## config.mk

```make
export PLATFORM = sky130hd
export DESIGN_NAME = reversible_fifo_queue_unit
export DESIGN_NICKNAME = d
export VERILOG_FILES = /design/src/rtl/rfq_pkg.sv /design/src/rtl/rfq_ram.sv /design/src/rtl/rfq_ctrl.sv /design/src/rtl/reversible_fifo_queue_unit.sv
export SDC_FILE = /design/constraint.sdc
export NUM_CORES = 1
export LEC_CHECK = 0
export BUFFER_PORTS_ARGS = -buffer_cell sky130_fd_sc_hd__buf_2
export CAP_MARGIN = 20
export CORE_UTILIZATION = 50
export CTS_CLUSTER_SIZE = 25
export DETAILED_ROUTE_END_ITERATION = 6
export HOLD_SLACK_MARGIN = 0.15
export PLACE_DENSITY = 0.74
export SLEW_MARGIN = 5
export SYNTH_ARGS = -nofsm -noshare
export SYNTH_HDL_FRONTEND = slang
export SYNTH_SLANG_ARGS = --single-unit
```

## constraint.sdc

```tcl
create_clock -name aclk -period 4.5 [get_ports aclk]
set_clock_uncertainty 0.1 [all_clocks]
set_input_delay 0.9 -clock aclk [delete_from_list [all_inputs] [get_ports aclk]]
set_output_delay 0.9 -clock aclk [all_outputs]
set_load 0.02 [all_outputs]
```

## src/rtl/rfq_pkg.sv

```systemverilog
package rfq_pkg;

    // Queue geometry
    localparam int QUEUE_DEPTH = 16;
    localparam int DATA_W      = 32;
    localparam int ADDR_W      = $clog2(QUEUE_DEPTH);
    localparam int CNT_W       = $clog2(QUEUE_DEPTH + 1);

    // Request codes
    typedef enum logic [1:0] {
        OP_ENQUEUE = 2'd0,
        OP_DEQUEUE = 2'd1,
        OP_REVERSE = 2'd2
    } op_t;

    // Result status codes
    typedef enum logic [1:0] {
        ST_DONE  = 2'd0,
        ST_EMPTY = 2'd1,
        ST_FULL  = 2'd2
    } status_t;

    // Storage access issued for one request
    typedef struct packed {
        logic              wr_en;
        logic [ADDR_W-1:0] wr_addr;
        logic              rd_en;
        logic [ADDR_W-1:0] rd_addr;
    } mem_cmd_t;

    // Result of one request, minus the value read from storage
    typedef struct packed {
        status_t          status;
        logic             deq_ok;
        logic [CNT_W-1:0] count;
    } result_t;

    // (base + off) mod depth, with off never above depth
    function automatic logic [ADDR_W-1:0] slot_add(input logic [ADDR_W-1:0] base,
                                                   input logic [CNT_W-1:0]  off);
        logic [CNT_W:0] sum;
        sum = (CNT_W+1)'(base) + (CNT_W+1)'(off);
        if (sum >= (CNT_W+1)'(QUEUE_DEPTH)) begin
            sum = sum - (CNT_W+1)'(QUEUE_DEPTH);
        end
        return sum[ADDR_W-1:0];
    endfunction

    // Slot one step back, wrapping at zero
    function automatic logic [ADDR_W-1:0] slot_before(input logic [ADDR_W-1:0] base);
        return (base == '0) ? ADDR_W'(QUEUE_DEPTH - 1) : base - ADDR_W'(1);
    endfunction

endpackage

```

## src/rtl/rfq_ram.sv

```systemverilog
module rfq_ram #(
    parameter int WIDTH = 32,
    parameter int DEPTH = 16
) (
    input  logic                     aclk,
    input  logic                     wr_en,
    input  logic [$clog2(DEPTH)-1:0] wr_addr,
    input  logic [WIDTH-1:0]         wr_data,
    input  logic                     rd_en,
    input  logic [$clog2(DEPTH)-1:0] rd_addr,
    output logic [WIDTH-1:0]         rd_data
);

    logic [WIDTH-1:0] mem [DEPTH];
    logic [WIDTH-1:0] rd_data_reg;

    // Write port
    always_ff @(posedge aclk) begin
        if (wr_en) begin
            mem[wr_addr] <= wr_data;
        end
    end

    // Registered read, holds while idle
    always_ff @(posedge aclk) begin
        if (rd_en) begin
            rd_data_reg <= mem[rd_addr];
        end
    end

    assign rd_data = rd_data_reg;

endmodule

```

## src/rtl/rfq_ctrl.sv

```systemverilog
module rfq_ctrl (
    input  logic                  aclk,
    input  logic                  aresetn,
    input  logic                  req_fire,
    input  logic [1:0]            req_op,
    output rfq_pkg::mem_cmd_t     mem_cmd,
    output rfq_pkg::result_t      result
);
    import rfq_pkg::*;

    logic [ADDR_W-1:0] front_reg, front_next;
    logic [CNT_W-1:0]  count_reg, count_next;
    logic              rev_reg,   rev_next;

    // Pointer update and storage command for the current request
    always_comb begin
        front_next     = front_reg;
        count_next     = count_reg;
        rev_next       = rev_reg;
        mem_cmd        = '0;
        result.status  = ST_DONE;
        result.deq_ok  = 1'b0;

        unique case (req_op)
            OP_ENQUEUE: begin
                if (count_reg >= CNT_W'(QUEUE_DEPTH)) begin
                    result.status = ST_FULL;
                end else if (!rev_reg) begin
                    mem_cmd.wr_en   = 1'b1;
                    mem_cmd.wr_addr = slot_add(front_reg, count_reg);
                    count_next      = count_reg + CNT_W'(1);
                end else begin
                    front_next      = slot_before(front_reg);
                    mem_cmd.wr_en   = 1'b1;
                    mem_cmd.wr_addr = slot_before(front_reg);
                    count_next      = count_reg + CNT_W'(1);
                end
            end
            OP_DEQUEUE: begin
                if (count_reg == '0) begin
                    result.status = ST_EMPTY;
                end else begin
                    result.deq_ok = 1'b1;
                    mem_cmd.rd_en = 1'b1;
                    count_next    = count_reg - CNT_W'(1);
                    if (!rev_reg) begin
                        mem_cmd.rd_addr = front_reg;
                        front_next      = slot_add(front_reg, CNT_W'(1));
                    end else begin
                        mem_cmd.rd_addr = slot_add(front_reg, count_reg - CNT_W'(1));
                    end
                end
            end
            OP_REVERSE: begin
                rev_next = ~rev_reg;
            end
            default: begin
                // unused code: no operation
            end
        endcase

        // Nothing moves unless the beat is taken
        if (!req_fire) begin
            front_next    = front_reg;
            count_next    = count_reg;
            rev_next      = rev_reg;
            mem_cmd.wr_en = 1'b0;
            mem_cmd.rd_en = 1'b0;
        end
        result.count = count_next;
    end

    always_ff @(posedge aclk) begin
        if (!aresetn) begin
            front_reg <= '0;
            count_reg <= '0;
            rev_reg   <= 1'b0;
        end else begin
            front_reg <= front_next;
            count_reg <= count_next;
            rev_reg   <= rev_next;
        end
    end

endmodule

```

## src/rtl/reversible_fifo_queue_unit.sv

```systemverilog
// Bounded queue of signed 32-bit values, 16 entries, that can reverse its order
// in place. Each input beat carries one request (enqueue, dequeue or reverse) and
// produces exactly one result beat with a status, the dequeued value (zero for
// anything but a successful dequeue) and the fill count after the request. A
// request is taken every cycle while the result side keeps up; the result appears
// in the cycle after its request, set by the registered read of the entry
// storage, and waits in the result register while m_tready is low. Entries are
// never cleared, so the block is ready straight out of reset.
module reversible_fifo_queue_unit (
    input  logic        aclk,
    input  logic        aresetn,
    // input channel
    input  logic        s_tvalid,
    output logic        s_tready,
    input  logic [31:0] s_tdata,   // [31:0] data_in
    input  logic [1:0]  s_tuser,   // [1:0] op
    // result channel
    output logic        m_tvalid,
    input  logic        m_tready,
    output logic [39:0] m_tdata,   // [31:0] data_out, [36:32] fill_count, rest zero
    output logic [1:0]  m_tuser    // [1:0] status
);
    import rfq_pkg::*;

    logic              req_fire;
    mem_cmd_t          mem_cmd;
    result_t           result;
    logic [DATA_W-1:0] rd_data;

    result_t           res_reg;
    logic              res_valid_reg, res_valid_next;

    // A new beat is taken once the result register is free or emptying, never in reset
    assign s_tready = aresetn && (!res_valid_reg || m_tready);
    assign req_fire = s_tvalid && s_tready;

    rfq_ctrl u_ctrl (
        .aclk     (aclk),
        .aresetn  (aresetn),
        .req_fire (req_fire),
        .req_op   (s_tuser),
        .mem_cmd  (mem_cmd),
        .result   (result)
    );

    rfq_ram #(
        .WIDTH (DATA_W),
        .DEPTH (QUEUE_DEPTH)
    ) u_ram (
        .aclk    (aclk),
        .wr_en   (mem_cmd.wr_en),
        .wr_addr (mem_cmd.wr_addr),
        .wr_data (s_tdata[DATA_W-1:0]),
        .rd_en   (mem_cmd.rd_en),
        .rd_addr (mem_cmd.rd_addr),
        .rd_data (rd_data)
    );

    // Result register valid flag
    always_comb begin
        res_valid_next = res_valid_reg;
        if (req_fire) begin
            res_valid_next = 1'b1;
        end else if (m_tready) begin
            res_valid_next = 1'b0;
        end
    end

    always_ff @(posedge aclk) begin
        if (!aresetn) begin
            res_valid_reg <= 1'b0;
        end else begin
            res_valid_reg <= res_valid_next;
        end
    end

    // Result payload, read data joins from the RAM output register
    always_ff @(posedge aclk) begin
        if (req_fire) begin
            res_reg <= result;
        end
    end

    assign m_tvalid = res_valid_reg;
    assign m_tuser  = res_reg.status;
    assign m_tdata  = {3'b000, res_reg.count,
                       (res_reg.deq_ok ? rd_data : {DATA_W{1'b0}})};

endmodule

```

==> results.json <==
{
  "grt_pass1_vias": 13022,
  "min_period_ns": 3.97,
  "yosysWarningCount": 0,
  "cts.repair.resized": 0,
  "first_pass_iters": 6,
  "synth_top_flop_cell": "edfxtp_1",
  "rsz0062_at_grt": "no",
  "placed_area_mm2": 0.0237,
  "crit_required_ns": 4.76,
  "clock_path_buffers": 3,
  "ios": 82,
  "port_buffers": 78,
  "die_x_um": 214,
  "syn_inst": 1475,
  "clkTransAtPathRegs_ns": 0.06,
  "peakVddDrop_v": 0.000287,
  "synth.distinct_cells": 61,
  "place.gp.congestion": 0.844,
  "via_count": 13112,
  "fin_area_mm2": 0.0254,
  "vias_per_cell": 6.00,
  "syn_area_mm2": 0.0225,
  "grt_remaining_overflow": 0,
  "hp-class": "register to register",
  "start_kind": "register",
  "ys_seq_area_share_pct": 74.7,
  "grt_usage_pct": 23.1,
  "routed_wl_um": 53400,
  "wl_per_cell_um": 24.4,
  "ys_seq_elements": 563,
  "place_ws_ns": 0.543,
  "ant_nets": 0,
  "clkLatencyLatePin_ns": 0.62,
  "nets": 1601,
  "setup_tns_ns": 0,
  "die_area_mm2": 0.0458,
  "numCtsBuffers": 53,
  "max_slew_margin_pct": 43.9,
  "hold_buffers": 0,
  "row_count": 77,
  "maxSlewViolCount": 0,
  "multiInputGateArea_mm2": 0.00526,
  "tightest_slew_ns": 0.841,
  "grt_max_degree": 98,
  "syn_to_final_growth_pct": 12.8,
  "drive_gt1_share_pct": 18.4,
  "start_util_pct": 50.7,
  "finalHoldViolCount": 0,
  "drcViolationCount": 0,
  "outcome": "completed",
  "critPathMaxFanout": 34,
  "antenna_found_initial": 4,
  "core_area_mm2": 0.0443,
  "fin_ws_ns": 0.531,
  "cp.arrival_ns": 4.22,
  "die_h_um": 214,
  "regArea_mm2": 0.0168,
  "cts_setup_buffers": 0,
  "synth_edf_count": 552,
  "utilization_pct": 57.3,
  "power_density_mw_per_mm2": 410,
  "syn_area_per_cell_um2": 15.2,
  "drt_iter0_drc": 1439,
  "cts_tree": "built",
  "crit_path_end_kind": "register",
  "cts_root_buffer": "clkbuf_16",
  "largest_reg_flops": 512,
  "critPathKind": "register to register",
  "fillers": 3427,
  "grt_pass1_wl_um": 79300,
  "setup_violations": 0,
  "period_share_pct": 88.2,
  "hpwl_um": 28300,
  "p_leak_nw": 8.81,
  "async_flop_share_pct": 0,
  "clock_sinks": 563,
  "power.total_mw": 10.4,
  "clock.fmax_mhz": 252,
  "h-tree-depth": 2,
  "max_cap_viol_count": 0
}
-- area by class of cell --
cell class	count	area share, %
Antenna cell	3	0.0296
Clock buffer	64	5.39
Clock inverter	32	1.01
Inverter	12	0.178
Multi-Input combinational cell	800	20.7
Sequential cell	563	66.2
Tap cell	592	2.92
Timing Repair Buffer	121	3.55
-- worst max-delay path, cell delays in order, from the launching register on --
cell,delay (ns)
dfxtp_1,0.44
inv_1,0.10
ha_1,0.35
fa_1,0.49
nand2_1,0.24
nand2_4,0.55
buf_12,0.29
mux2_2,0.36
a222oi_1,0.32
mux2i_1,0.15
mux2_2,0.30
-- per-layer routing --
layer / global-route usage, % / share of wire [%]
met1: 30.5 / 40
met2: 38.9 / 50
met3: 4.03 / 8.1
met4: 7.79 / 2.6
met5: 0 / 0.026
-- where the power goes --
group          internal (mW)  total (mW)  switching (mW)
clock network           2.34        4.22            1.88
registers               5.77        5.78          0.0141
logic                  0.115       0.393           0.278
total                   8.22        10.4            2.18
-- metrics by stage --
| stage | hold WS (ns) | instances |
|---|---|---|
| CTS | 0.488 | 2184 |
| finish | 0.493 | 2187 |
| global placement | 0.475 | 2088 |
| detailed placement | 0.482 | 2088 |
| global route | 0.521 | 2185 |
| floorplan | 0.413 | 1477 |
-- cells by family (layout without fill, tap and decap cells) --
kind of cell    after synthesis  in the layout  synth area share [%]
compound gates              265            265                  8.43
xor+xnor                     12             12                 0.467
fa+ha+maj                    12             12                 0.734
buf+inv                     114            229                  2.70
flops                       563            563                  74.7
mux                         102            102                  4.96
other cells                   1              6                0.0167
simple gates                406            406                  8.01
-- synth_stat cells (2+ instances only) --
master	number	area share [%]
a32oi_1	31	1.2
or3_1	4	0.11
dfxtp_1	11	0.98
nor3b_1	2	0.067
mux2i_1	35	1.6
or2_2	2	0.056
nor4b_4	2	0.21
o21ai_0	12	0.27
clkbuf_1	28	0.47
inv_1	11	0.18
buf_1	5	0.083
nor2b_1	2	0.056
a22o_1	2	0.078
o31ai_1	2	0.067
a21o_1	2	0.067
nand2_2	2	0.056
buf_4	22	0.73
nand2b_1	6	0.17
nand3_1	4	0.089
a21oi_1	108	2.4
buf_2	40	0.89
xor2_1	5	0.19
xnor2_1	7	0.27
nor2_1	55	0.92
nand4b_1	2	0.078
o21a_1	2	0.067
mux2_2	66	3.3
nand2_1	271	4.5
o211ai_1	2	0.067
a221oi_1	62	2.4
a222oi_1	31	1.4
buf_6	6	0.30
edfxtp_1	552	74
fa_1	2	0.18
ha_1	10	0.56
and2_1	40	1.1
nor3_1	5	0.11
-- layout by cell type, fill, tap and decap left out, types with 12 or more instances in the layout --
cell and count:
edfxtp_1 552, nand2_1 271, a21oi_1 108, buf_2 78, mux2_2 65, a221oi_1 62, clkbuf_16 53, and2_1 39
nor2_1 38, mux2i_1 35, a222oi_1 31, a32oi_1 31, buf_4 28, nor2_4 18, buf_12 15, clkinv_1 14
o21ai_0 12
-- worst paths after layout --
path / from / endpoint / slack, ns / cells after the start
worst max-delay path: u_ctrl.count_reg[0] / u_ram.rd_data[3] / 0.53 / 10
worst min-delay path: u_ctrl.front_reg[1] / u_ctrl.front_reg[1] / 0.49 / 2
worst max register to register: u_ctrl.count_reg[0] / u_ram.rd_data[3] / 0.53 / 10
worst min register to register: u_ctrl.front_reg[1] / u_ctrl.front_reg[1] / 0.49 / 2
Note: power is estimated with default switching activity, not from simulation.
